--- config.mk ---
export PLATFORM = sky130hd
export DESIGN_NAME = montgomery_modular_multiply_flat
export DESIGN_NICKNAME = d
export VERILOG_FILES = /design/src/design/mmm_pkg.sv /design/src/design/mmm_if.sv /design/src/design/montgomery_modular_multiply.sv /design/src/design/mmm_datapath.sv /design/src/design/mmm_controller.sv /design/src/flat_wrapper.sv
export SDC_FILE = /design/constraint.sdc
export NUM_CORES = 1
export LEC_CHECK = 0
export BUFFER_PORTS_ARGS = -buffer_cell sky130_fd_sc_hd__buf_4
export CAP_MARGIN = 15
export CORE_MARGIN = 10
export CORE_UTILIZATION = 60
export DETAILED_ROUTE_END_ITERATION = 10
export GPL_TIMING_DRIVEN = 1
export PLACE_DENSITY = 0.87
export SYNTH_ARGS = -nofsm -noshare
export SYNTH_HDL_FRONTEND = slang
export SYNTH_SLANG_ARGS = --single-unit
--- constraint.sdc ---
create_clock -name clk -period 12.7 [get_ports clk]
set_clock_uncertainty 0.1 [all_clocks]
set_input_delay 0.635 -clock clk [delete_from_list [all_inputs] [get_ports clk]]
set_output_delay 0.635 -clock clk [all_outputs]
set_load 0.05 [all_outputs]
--- src/design/mmm_pkg.sv ---
`timescale 1ns / 1ps

package mmm_pkg;

  localparam int WIDTH      = 32;
  localparam int ACC_W      = WIDTH + 1;
  localparam int MOD_W      = 31;
  localparam int CNT_W      = 6;
  localparam int CFG_IDX_W  = 1;
  localparam int CFG_DATA_W = 31;

  localparam logic [CFG_IDX_W-1:0] REG_MODULUS   = 1'd0;
  localparam logic [CFG_IDX_W-1:0] REG_BIT_COUNT = 1'd1;

  localparam logic [MOD_W-1:0] MODULUS_RESET = 31'd1;
  localparam logic [CNT_W-1:0] COUNT_RESET   = 6'd32;

  typedef struct packed {
    logic load;
    logic step;
    logic sub;
    logic out_load;
  } mmm_cmd_t;

  typedef struct packed {
    logic count_zero;
    logic last_step;
  } mmm_status_t;

endpackage

--- src/design/mmm_if.sv ---
`timescale 1ns / 1ps

interface mmm_in_if;
  import mmm_pkg::*;

  logic             valid;
  logic             ready;
  logic [WIDTH-1:0] x_operand;
  logic [MOD_W-1:0] y_operand;

  modport source (output valid, output x_operand, output y_operand, input ready);
  modport sink   (input valid, input x_operand, input y_operand, output ready);
endinterface

interface mmm_out_if;
  import mmm_pkg::*;

  logic             valid;
  logic             ready;
  logic [WIDTH-1:0] product;

  modport source (output valid, output product, input ready);
  modport sink   (input valid, input product, output ready);
endinterface

--- src/design/montgomery_modular_multiply.sv ---
`timescale 1ns / 1ps

// Radix-2 Montgomery multiplier: product = x * y * 2^-bit_count mod modulus.
// Input beats on in_ch carry x_operand and y_operand; each gives exactly one
// beat on out_ch carrying product. Both channels move a beat on valid && ready.
// modulus and bit_count are written through cfg_write / cfg_index / cfg_data
// (index 0 modulus, index 1 bit_count); the user must write them only while
// the block is idle, which the block itself does not enforce.
// One x bit is scanned per cycle by the shared add-and-halve step, then the
// FIX state does the first conditional subtraction, the second being folded
// into the output register load. One item is in work at a time: a new input
// beat is taken only after the last result has gone to the output register.
// The output register lets the next input beat be taken while a result still
// waits; if the receiver stalls, a finished item holds in the send state until
// the output register drains, and in_ch.ready stays low meanwhile.
// Reset (rst, synchronous) returns modulus to 1, bit_count to 32, empties the
// output register and leaves the block ready for input.
module montgomery_modular_multiply (
  input  logic                           clk,
  input  logic                           rst,
  input  logic                           cfg_write,
  input  logic [mmm_pkg::CFG_IDX_W-1:0]  cfg_index,
  input  logic [mmm_pkg::CFG_DATA_W-1:0] cfg_data,
  mmm_in_if.sink                         in_ch,
  mmm_out_if.source                      out_ch
);
  import mmm_pkg::*;

  mmm_cmd_t    cmd;
  mmm_status_t status;

  mmm_controller u_ctrl (
    .clk       (clk),
    .rst       (rst),
    .in_valid  (in_ch.valid),
    .in_ready  (in_ch.ready),
    .out_valid (out_ch.valid),
    .out_ready (out_ch.ready),
    .status    (status),
    .cmd       (cmd)
  );

  mmm_datapath u_dp (
    .clk       (clk),
    .rst       (rst),
    .cfg_write (cfg_write),
    .cfg_index (cfg_index),
    .cfg_data  (cfg_data),
    .x_operand (in_ch.x_operand),
    .y_operand (in_ch.y_operand),
    .cmd       (cmd),
    .status    (status),
    .product   (out_ch.product)
  );

  a_busy_after_accept: assert property (@(posedge clk) disable iff (rst)
    (in_ch.valid && in_ch.ready) |=> !in_ch.ready)
    else $error("input taken again straight after a beat");

  a_out_load_free: assert property (@(posedge clk) disable iff (rst)
    cmd.out_load |-> (!out_ch.valid || out_ch.ready))
    else $error("output register overwritten while a result waits");

  a_step_follows_accept: assert property (@(posedge clk) disable iff (rst)
    (in_ch.valid && in_ch.ready && !status.count_zero) |=> cmd.step)
    else $error("scan did not start after an input beat");

  a_out_after_fix: assert property (@(posedge clk) disable iff (rst)
    cmd.out_load |-> !cmd.step && !cmd.load)
    else $error("output load overlaps a scan or a new item");

endmodule

--- src/design/mmm_datapath.sv ---
`timescale 1ns / 1ps

module mmm_datapath (
  input  logic                              clk,
  input  logic                              rst,
  input  logic                              cfg_write,
  input  logic [mmm_pkg::CFG_IDX_W-1:0]     cfg_index,
  input  logic [mmm_pkg::CFG_DATA_W-1:0]    cfg_data,
  input  logic [mmm_pkg::WIDTH-1:0]         x_operand,
  input  logic [mmm_pkg::MOD_W-1:0]         y_operand,
  input  mmm_pkg::mmm_cmd_t                 cmd,
  output mmm_pkg::mmm_status_t              status,
  output logic [mmm_pkg::WIDTH-1:0]         product
);
  import mmm_pkg::*;

  logic [MOD_W-1:0] modulus;
  logic [CNT_W-1:0] bit_count;

  logic [ACC_W-1:0] accumulator;
  logic [WIDTH-1:0] x_shift;
  logic [MOD_W-1:0] y_hold;
  logic [CNT_W-1:0] step_counter;

  logic             eta;
  logic             x_bit;
  logic [ACC_W:0]   sum;
  logic [ACC_W-1:0] m_ext;
  logic [ACC_W-1:0] fixed;

  always_ff @(posedge clk) begin
    if (rst) begin
      modulus   <= MODULUS_RESET;
      bit_count <= COUNT_RESET;
    end else if (cfg_write) begin
      case (cfg_index)
        REG_MODULUS:   modulus   <= cfg_data[MOD_W-1:0];
        REG_BIT_COUNT: bit_count <= cfg_data[CNT_W-1:0];
        default: ;
      endcase
    end
  end

  assign x_bit = x_shift[0];
  assign eta   = accumulator[0] ^ (x_bit & y_hold[0]);
  assign m_ext = {{(ACC_W-MOD_W){1'b0}}, modulus};

  always_comb begin
    sum = {1'b0, accumulator};
    if (x_bit) sum = sum + {{(ACC_W+1-MOD_W){1'b0}}, y_hold};
    if (eta)   sum = sum + {{(ACC_W+1-MOD_W){1'b0}}, modulus};
  end

  assign fixed = (accumulator >= m_ext) ? (accumulator - m_ext) : accumulator;

  always_ff @(posedge clk) begin
    if (rst) begin
      accumulator  <= '0;
      x_shift      <= '0;
      step_counter <= '0;
    end else if (cmd.load) begin
      accumulator  <= '0;
      x_shift      <= x_operand;
      step_counter <= '0;
    end else if (cmd.step) begin
      accumulator  <= sum[ACC_W:1];
      x_shift      <= {1'b0, x_shift[WIDTH-1:1]};
      step_counter <= step_counter + CNT_W'(1);
    end else if (cmd.sub) begin
      accumulator  <= fixed;
    end
  end

  always_ff @(posedge clk) begin
    if (cmd.load) y_hold <= y_operand;
  end

  // second conditional subtraction folds into the output register load
  always_ff @(posedge clk) begin
    if (cmd.out_load) product <= fixed[WIDTH-1:0];
  end

  assign status.count_zero = (bit_count == '0);
  assign status.last_step  = (step_counter == bit_count - CNT_W'(1));

endmodule

--- src/design/mmm_controller.sv ---
`timescale 1ns / 1ps

module mmm_controller (
  input  logic                 clk,
  input  logic                 rst,
  input  logic                 in_valid,
  output logic                 in_ready,
  output logic                 out_valid,
  input  logic                 out_ready,
  input  mmm_pkg::mmm_status_t status,
  output mmm_pkg::mmm_cmd_t    cmd
);
  import mmm_pkg::*;

  localparam logic [1:0] ST_IDLE = 2'd0;
  localparam logic [1:0] ST_RUN  = 2'd1;
  localparam logic [1:0] ST_FIX  = 2'd2;
  localparam logic [1:0] ST_SEND = 2'd3;

  logic [1:0] state;
  logic [1:0] state_next;
  logic       out_free;

  assign out_free = !out_valid || out_ready;
  assign in_ready = (state == ST_IDLE);

  always_comb begin
    state_next   = state;
    cmd.load     = 1'b0;
    cmd.step     = 1'b0;
    cmd.sub      = 1'b0;
    cmd.out_load = 1'b0;
    case (state)
      ST_IDLE: begin
        if (in_valid) begin
          cmd.load   = 1'b1;
          state_next = status.count_zero ? ST_FIX : ST_RUN;
        end
      end
      ST_RUN: begin
        cmd.step = 1'b1;
        if (status.last_step) state_next = ST_FIX;
      end
      ST_FIX: begin
        cmd.sub    = 1'b1;
        state_next = ST_SEND;
      end
      ST_SEND: begin
        // hold until the output register is free
        if (out_free) begin
          cmd.out_load = 1'b1;
          state_next   = ST_IDLE;
        end
      end
      default: state_next = ST_IDLE;
    endcase
  end

  always_ff @(posedge clk) begin
    if (rst) begin
      state     <= ST_IDLE;
      out_valid <= 1'b0;
    end else begin
      state <= state_next;
      if (cmd.out_load) out_valid <= 1'b1;
      else if (out_ready) out_valid <= 1'b0;
    end
  end

endmodule
--- src/flat_wrapper.sv ---
// flat-port wrapper written by rule: the top's interface ports become plain ports
module montgomery_modular_multiply_flat import mmm_pkg::*;
  (clk, rst, cfg_write, cfg_index, cfg_data, in_ch_valid, in_ch_x_operand, in_ch_y_operand, in_ch_ready, out_ch_valid, out_ch_product, out_ch_ready);
  mmm_in_if in_ch_i ();
  mmm_out_if out_ch_i ();
  input  logic clk;
  input  logic rst;
  input  logic cfg_write;
  input  logic [mmm_pkg::CFG_IDX_W-1:0] cfg_index;
  input  logic [mmm_pkg::CFG_DATA_W-1:0] cfg_data;
  input wire logic [$bits(in_ch_i.valid)-1:0] in_ch_valid;
  input wire logic [$bits(in_ch_i.x_operand)-1:0] in_ch_x_operand;
  input wire logic [$bits(in_ch_i.y_operand)-1:0] in_ch_y_operand;
  output wire logic [$bits(in_ch_i.ready)-1:0] in_ch_ready;
  output wire logic [$bits(out_ch_i.valid)-1:0] out_ch_valid;
  output wire logic [$bits(out_ch_i.product)-1:0] out_ch_product;
  input wire logic [$bits(out_ch_i.ready)-1:0] out_ch_ready;
  assign in_ch_i.valid = in_ch_valid;
  assign in_ch_i.x_operand = in_ch_x_operand;
  assign in_ch_i.y_operand = in_ch_y_operand;
  assign in_ch_ready = in_ch_i.ready;
  assign out_ch_valid = out_ch_i.valid;
  assign out_ch_product = out_ch_i.product;
  assign out_ch_i.ready = out_ch_ready;
  montgomery_modular_multiply u_core (.clk(clk), .rst(rst), .cfg_write(cfg_write), .cfg_index(cfg_index), .cfg_data(cfg_data), .in_ch(in_ch_i), .out_ch(out_ch_i));
endmodule
==> results of run 1 <==
## area by class of cell
cell class	count	area (um2)	area share, %
clock inverters	15	226	1.56
repair buffers	145	1090	7.48
well taps	275	344	2.37
clock buffers	17	425	2.92
multi-input cells	1192	8120	55.8
inverters	60	225	1.55
flip-flops and latches	174	4120	28.3
## cell families after synthesis
| group | Yosys count |
|---|---|
| AO/OA/AOI/OAI | 465 |
| XOR/XNOR | 94 |
| adder cells (fa/ha/maj) | 101 |
| buffers and inverters | 139 |
| flip-flops | 174 |
| multiplexers | 72 |
| AND/OR/NAND/NOR | 460 |
## registers in the layout, indices dropped and copies added (netlist names)
register / cells
u_core.u_dp.accumulator: 33
u_core.u_ctrl.out_valid: 1
u_core.u_dp.bit_count: 6
u_core.u_dp.product: 32
u_core.u_dp.step_counter: 6
u_core.u_dp.x_shift: 32
u_core.u_ctrl.state: 2
u_core.u_dp.y_hold: 31
u_core.u_dp.modulus: 31
## final timing paths
kind                                                  from                          end  slack, ns  cells past startpoint
worst min register to register    u_core.u_dp.bit_count[1]     u_core.u_dp.bit_count[1]       0.38                      2
worst min-delay path                    in_ch_y_operand[6]        u_core.u_dp.y_hold[6]       0.25                      1
worst max register to register  u_core.u_dp.accumulator[0]  u_core.u_dp.accumulator[32]       7.23                     18
worst max-delay path            u_core.u_dp.accumulator[0]  u_core.u_dp.accumulator[32]       7.23                     18
## cells in the mapped netlist, types with 9 or more instances
| cell type | number |
|---|---|
| nand2_1 | 180 |
| a21oi_1 | 151 |
| nor2_1 | 112 |
| dfxtp_1 | 111 |
| ha_1 | 98 |
| edfxtp_1 | 63 |
| clkbuf_1 | 60 |
| inv_1 | 60 |
| xnor2_1 | 60 |
| o21ai_0 | 55 |
| a211oi_1 | 51 |
| a21o_1 | 45 |
| mux2i_1 | 42 |
| xor2_1 | 34 |
| mux2_2 | 30 |
| nand3_1 | 26 |
| nand4_1 | 25 |
| o211ai_1 | 24 |
| and3_1 | 23 |
| nor3_1 | 20 |
| nor2b_1 | 19 |
| a31oi_1 | 18 |
| nand2b_1 | 18 |
| a211o_1 | 14 |
| o21a_1 | 13 |
| o31ai_1 | 9 |
## report_power, final
group / internal, mW / total, mW / switching, mW
clock: 0.284 / 0.586 / 0.302
sequential: 0.791 / 0.920 / 0.129
combinational: 1.12 / 2.96 / 1.85
## worst max-delay path: cells and delay by family, from the launching register on
kind	cells	cell delay, ns
flops	1	0.50
fa+ha+maj	3	0.94
simple gates	2	0.26
compound gates	12	3.39
xor+xnor	1	0.19
## per-stage QoR
step           util, %  setup slack, ns  power (mW)
6_report          69.4             7.23        4.47
5_1_grt           69.4             6.80        4.76
3_3_place_gp      66.3             7.52        3.75
4_1_cts           69.4             7.32        4.40
2_1_floorplan        -             8.05        3.07
3_5_place_dp      66.3             7.35        3.78
## per-layer routing
metal  track usage, %  share of wire (%)  up-vias  wire (um)
met2             45.5                 48      569      18800
li1                 -                  -     5712          -
met3             4.59                6.8      133       2630
met4             15.1                5.5        0       2130
met1             32.3                 39     5671      15300
met5                0                  0        -          0
==> impl_summary.txt, run 1 <==
----------------------------------------------------
[Synthesis]
  Synthesized-area fraction occupied by and/or/nand/nor cells ... approximately 17%
  Number of library cell types mapped by synthesis ... 80
  Combinational family with the most area after synthesis ... compound AO/OA/AOI/OAI gates
  Async set-or-reset flop fraction in the synthesized netlist ... 0%
  EDFF count, synth ... 63
  Top cell type's share of synthesized area ... 17.4%
  Net count of the mapped netlist ... approximately 1.7k
  Synthesized-area fraction occupied by xor and xnor cells ... under 10%
  Adder-Cell Fraction of Synth Area ... 10.1%
  Post-synthesis sequential area ratio ... 32.3%
  Fraction of synthesized area in multiplexers ... under 10%
  Number of instances in the synthesized netlist ... about 1.5k
  Yosys synthesis warning count ... 0
  Post-synthesis instance area ... between 0.01 and 0.015 mm2
  Post-synthesis compound-gate area fraction ... around 24%
  Top cells by area in the synthesized netlist ... dfxtp_1 (17%), edfxtp_1 (15%), ha_1 (9.6%), a21oi_1 (5.9%), nand2_1 (5.3%)
  Number of synthesized register bits ... ~170
  Most frequently used flop master after synthesis ... dfxtp_1
  Mapped Avg Cell Area ... approximately 8.5 um2
  Area leader, netlist ... dfxtp_1

[Critical path]
  Crit. End Element ... flip-flop
  Slowest CP cell ... o41ai_1
  Crit path cell chain ... ha_1 > fa_1 > a211oi_1 > o21a_1 > a221o_1 > a211o_1 > and2_4 > o311ai_0 > o311ai_1 > xnor2_1 > a21o_1 > ha_1 > nor2_1 > o41ai_1 > a21oi_1 > o41ai_1 > a41oi_1 > a211oi_1
  Worst Path Arrival ... between 5 and 6 ns
  Data required time of the critical path ... roughly 13 ns
  Biggest cell delay along the critical path ... ~0.63 ns
  Crit path max fanout ... 7
  Startpoint type of the worst setup path ... flip-flop
  Category of the most critical setup path ... flip-flop to flip-flop

[Route]
  DRT antenna net count ... 0
  Number of DRC markers after the initial detailed-route iteration ... between 800 and 900
  Mean routed wirelength per cell ... between 20 and 25 um
  Via count ... around 12k
  Overall routed net length ... around 40000 um
  Via-to-Cell Ratio ... 6.44
  Number of detailed-routing iterations run before antenna repair ... 5
  Remaining routing DRC violations ... 0

[Timing]
  # setup viols final ... 0
  Least-Margin Pin Slew ... between 1 and 1.5 ns
  Max-slew violations ... 0
  Tmin final ... approximately 5.5 ns
  Setup TNS ... 0 ns
  Hold slack ... 0.246 ns
  Final Hold Vio Count ... 0
  Setup repair after global routing missed its margin ... no
  Worst slew margin relative to its limit ... between 10% and 20%
  Post-route clock period utilization ... about 43%
  Max Freq ... ~180 MHz

[Floorplan]
  Die width ... between 150 and 200 um
  Effective utilization at floorplan ... about 61%
  Io pins ... between 100 and 150
  Placement row count ... 53
  Placeable core region ... approximately 0.021 mm2
  Height of the die ... roughly 170 um
  Total Die Area ... about 0.027 mm2

[Min path]
  Path class of the lowest-slack min-delay path ... input pin to flip-flop

[Clocking]
  Longest Clk Path Bufs ... 2
  Total number of clock tree sinks ... 174
  Hold-fix buffers at CTS ... 0
  CTS tree ... built
  Clock root buffer master ... clkbuf_16
  Num CTS Buffers ... 17
  H-tree Lvls ... 4
  Later-pin clock latency in the skew report ... 0.46 ns
  Clock slew seen by the registers of the worst setup and hold paths ... ~0.08 ns
  Post-cts repair resize count ... 0
  Post-CTS Setup Bufs ... 0

[Layout]
  Final cell count without fillers ... roughly 1.9k
  Non-Filler Cell Area, Final ... between 0.01 and 0.015 mm2
  Number of fill cells ... 1721
  Most common cell after layout, fill and taps aside ... nand2_1
  Most frequent cells in the layout ... nand2_1 (179), a21oi_1 (151), buf_4 (145)
  Signed area change from the synthesized netlist to the final layout ... 14.1%
  Share of post-route cells with drive strength above 1 ... approximately 15%
  Fin nets ... around 1.8k
  Count of antenna diodes in the layout ... 0

[Place]
  Routability Congestion ... about 1
  Cell count after placement ... between 1.5k and 2k
  Detailed Place HPWL ... 29500 um
  Instance area at placement ... around 0.014 mm2
  Port bufs ... 133

[GRT]
  Remaining Overflow, GRT ... 0
  Global router's overall resource usage ... 27.1%
  Number of antenna violations at the first check in global routing ... 0
  First-pass GRT wire length ... 61300 um
  Largest net degree at the start of global routing ... between 70 and 80
  Via count of the first global-routing pass ... between 10k and 15k

[Run status]
  Run status ... finished, final reports clean

[Power and ir drop]
  Leakage power figure ... 6.22 nW
  Power per Cell Area ... slightly above 300 mW/mm2
  Peak ir drop on the vdd network ... ~0.00030 V

[Flow run]
  Max-capacitance violation count ... 0

----------------------------------------------------
No activity file was read; power rests on OpenSTA's default activity.
==> run 2, diff against run 1 <==
- CORE_UTILIZATION: 60 -> 55
- PLACE_DENSITY: 0.87 -> 0.84
- clock period: 12.7 -> 4.77 ns (I/O delays scaled with it)
==> run 2 against run 1 <==
  * First-iteration DRC count rose by 37%
  * Sequential share of layout area fell by 3.6 points
  * Power rose to 2.9 times the previous value
  * Register-to-register slack got worse by 7.3 ns
  * Non-clock buffer count rose by 177
  * The run now ends with setup timing left
  * Critical path type unchanged
  * Routed wire length rose by 14%
  * Global-route usage rose by 1.8 points
  * Largest cell class unchanged
==> impl_summary.txt, run 2 (same netlist as run 1, synthesis figures left out) <==
----------------------------------------------------
[Run status]
  Run status ... complete, but fails checks
  Violations in the final reports ... setup timing

[Critical path]
  Category of the most critical setup path ... flip-flop to flip-flop
  Startpoint type of the worst setup path ... flip-flop
  Biggest cell delay along the critical path ... approximately 0.42 ns
  Worst Path Arrival ... roughly 5.0 ns
  CP Buf/Inv Count ... 2
  Crit. End Element ... flip-flop
  Data required time of the critical path ... between 4 and 5 ns
  Delay-heaviest family, CP ... compound AO/OA/AOI/OAI gates
  Crit path max fanout ... 4
  Crit path cell chain ... ha_4 > fa_2 > a211oi_2 > o21a_1 > a221o_1 > buf_6 > a211o_4 > and2_4 > o311ai_4 > xnor2_1 > mux2_4 > ha_4 > nand2_4 > nor2_4 > and2_4 > nand4_1 > buf_4 > nor3_2 > a21oi_2 > o41ai_2 > xnor2_1 > a2bb2oi_1 > a21oi_1
  Launch instance of the worst register-to-register path ... u_core.u_dp.y_hold[0]
  Slowest CP cell ... edfxtp_1
  Setup slack of the most critical reg-to-reg path ... -0.04 ns
  Number of cells traversed by the worst register-to-register path ... 23
  Worst reg2reg path endpoint ... u_core.u_dp.accumulator[30]

[Layout]
  Signed area change from the synthesized netlist to the final layout ... 30.8%
  Non-Filler Cell Area, Final ... between 0.015 and 0.02 mm2
  Utilization of the core after routing ... 73.4%
  Biggest register ... u_core.u_dp.accumulator
  Most frequent cells in the layout ... buf_4 (229), nand2_1 (174), a21oi_1 (138)
  Largest registers ranked by flip-flop count ... u_core.u_dp.accumulator (33), u_core.u_dp.product (32), u_core.u_dp.x_shift (32)
  Flip-flop count of the largest register, all copies and words added ... 33
  Share of post-route cells with drive strength above 1 ... ~22%
  Most common cell after layout, fill and taps aside ... buf_4
  Fin nets ... 1968

[Clocking]
  Total number of clock tree sinks ... 174
  CTS tree ... built
  Clock slew seen by the registers of the worst setup and hold paths ... around 0.08 ns
  H-tree Lvls ... 4
  Longest Clk Path Bufs ... 2
  Num CTS Buffers ... 17
  Clock root buffer master ... clkbuf_16
  Later-pin clock latency in the skew report ... between 0.4 and 0.5 ns

[Route]
  Overall routed net length ... 44500 um
  Remaining routing DRC violations ... 0
  Mean routed wirelength per cell ... 21.5 um
  Number of DRC markers after the initial detailed-route iteration ... 1212
  Number of detailed-routing iterations run before antenna repair ... 6
  DRT antenna net count ... 0
  Via-to-Cell Ratio ... ~6.4
  Via count ... 13.3k

[GRT]
  Number of antenna violations at the first check in global routing ... 0
  Via count of the first global-routing pass ... between 10k and 15k
  Remaining Overflow, GRT ... 0
  Largest net degree at the start of global routing ... 75
  Global router's overall resource usage ... between 20 and 30%
  First-pass GRT wire length ... 67300 um

[Power and ir drop]
  Peak ir drop on the vdd network ... around 0.00058 V
  Gate power share ... 69.3%
  Clk network pwr share ... 11.8%
  Internal power ... between 6 and 7 mW
  Leakage power figure ... approximately 7.2 nW
  Power dissipated by switching net loads ... ~6.4 mW
  Reg power frac ... between 10% and 20%
  Power per Cell Area ... between 700 and 800 mW/mm2
  Switch share ... 50.4%

[Timing]
  Final Hold Vio Count ... 0
  # setup viols final ... 2
  Max-slew violations ... 0
  Max Freq ... 208 MHz
  Least-Margin Pin Slew ... 1.00 ns
  Setup repair after global routing missed its margin ... yes
  Worst slew margin relative to its limit ... between 30% and 40%
  Crit path setup slack, layout ... -0.0423 ns
  Post-route clock period utilization ... 101%
  Tmin final ... between 4 and 5 ns

[Floorplan]
  Placeable core region ... roughly 0.023 mm2
  Height of the die ... approximately 170 um
  Die width ... approximately 170 um
  Io pins ... between 100 and 150
  Effective utilization at floorplan ... 56.1%
  Placement row count ... between 50 and 60
  Total Die Area ... 0.0297 mm2

[Min path]
  Path class of the lowest-slack min-delay path ... input pin to flip-flop
  Hold path start ... cfg_write
  Cells on Worst Hold Path ... 3
  Hold Crit Endpoint ... u_core.u_dp.bit_count[4]

[Place]
  Port bufs ... ~130
  Instance area at placement ... 0.0145 mm2
  Routability Congestion ... 1.03
  Detailed Place HPWL ... 30500 um

[Flow run]
  Max-capacitance violation count ... 0

----------------------------------------------------
run 2: cell types whose count changed in the layout (fill, tap and decap cells not counted), sizes merged:
cell / previous run / this run
buf: 145 / 233
clkbuf: 17 / 18
clkinv: 1 / 4
diode: 0 / 1
dlygate4sd3: 0 / 89
inv: 74 / 70
run 2: per-layer routing:
layer	GRT usage (%)	up-vias	routed length (um)
met5	0	-	0
met4	19.3	0	3320
met3	4.92	228	3430
met2	47.6	753	20800
met1	34.0	6222	16900
li1	-	6069	-
run 2: how the worst max path moves through the flow:
stage / start / endpoint / slack, ns / cells past startpoint
after detailed placement: u_core.u_dp.y_hold[0] / u_core.u_dp.accumulator[31] / -0.32 / 20
after CTS: u_core.u_dp.y_hold[0] / u_core.u_dp.accumulator[31] / -0.02 / 20
after floorplan: u_core.u_dp.y_hold[0] / u_core.u_dp.accumulator[31] / 0.12 / 20
after global routing: u_core.u_dp.accumulator[10] / u_core.u_dp.accumulator[30] / -0.21 / 20
after global placement: u_core.u_dp.y_hold[0] / u_core.u_dp.accumulator[29] / -0.13 / 20
final: u_core.u_dp.y_hold[0] / u_core.u_dp.accumulator[30] / -0.04 / 23
run 2: stage by stage:
step	setup slack [ns]	setup TNS (ns)	total power [mW]	cells	hold slack, ns
floorplan	0.123	0	8.16	1505	0.237
global placement	-0.133	-0.335	10.3	1929	0.317
detailed placement	-0.320	-1.75	10.5	1929	0.318
CTS	-0.0153	-0.0200	12.2	2055	0.00135
global route	-0.214	-1.62	13.5	2065	0.000480
finish	-0.0423	-0.0845	12.8	2066	0.0147
run 2: area by class of cell:
| class | instances | area, um2 |
|---|---|---|
| Antenna cell | 1 | 2.50 |
| Clock buffer | 18 | 450 |
| Clock inverter | 14 | 170 |
| Fill cell | 1597 | 6050 |
| Inverter | 60 | 225 |
| Multi-Input combinational cell | 1192 | 8690 |
| Sequential cell | 174 | 4120 |
| Tap cell | 285 | 357 |
| Timing Repair Buffer | 322 | 2660 |
run 2: timing repair:
| item | in CTS | in global routing |
|---|---|---|
| hold buffers | 89 | 0 |
| resized for setup | 41 | 68 |
| endpoints found under the setup margin | 15 | 16 |
| setup buffers | 5 | 10 |
| endpoints found under the hold margin | 94 | 0 |
| pin swaps | 23 | 62 |
run 2: worst reg2reg max path, delay by kind of cell (launching register included):
kind | cells | cell delay (ns)
flip-flops | 1 | 0.42
AO/OA/AOI/OAI | 9 | 1.79
adder cells (fa/ha/maj) | 3 | 0.68
XOR/XNOR | 2 | 0.30
buffers and inverters | 2 | 0.32
multiplexers | 1 | 0.29
AND/OR/NAND/NOR | 6 | 0.77
run 2: power groups by stage:
| stage | Combinational (mW) | Sequential, mW | Clock [mW] |
|---|---|---|---|
| after floorplan | 5.71 | 2.46 | 0 |
| after global placement | 7.89 | 2.40 | 0 |
| after detailed placement | 8.05 | 2.41 | 0 |
| after CTS | 8.33 | 2.39 | 1.51 |
| after global routing | 9.49 | 2.44 | 1.56 |
| final | 8.86 | 2.42 | 1.51 |
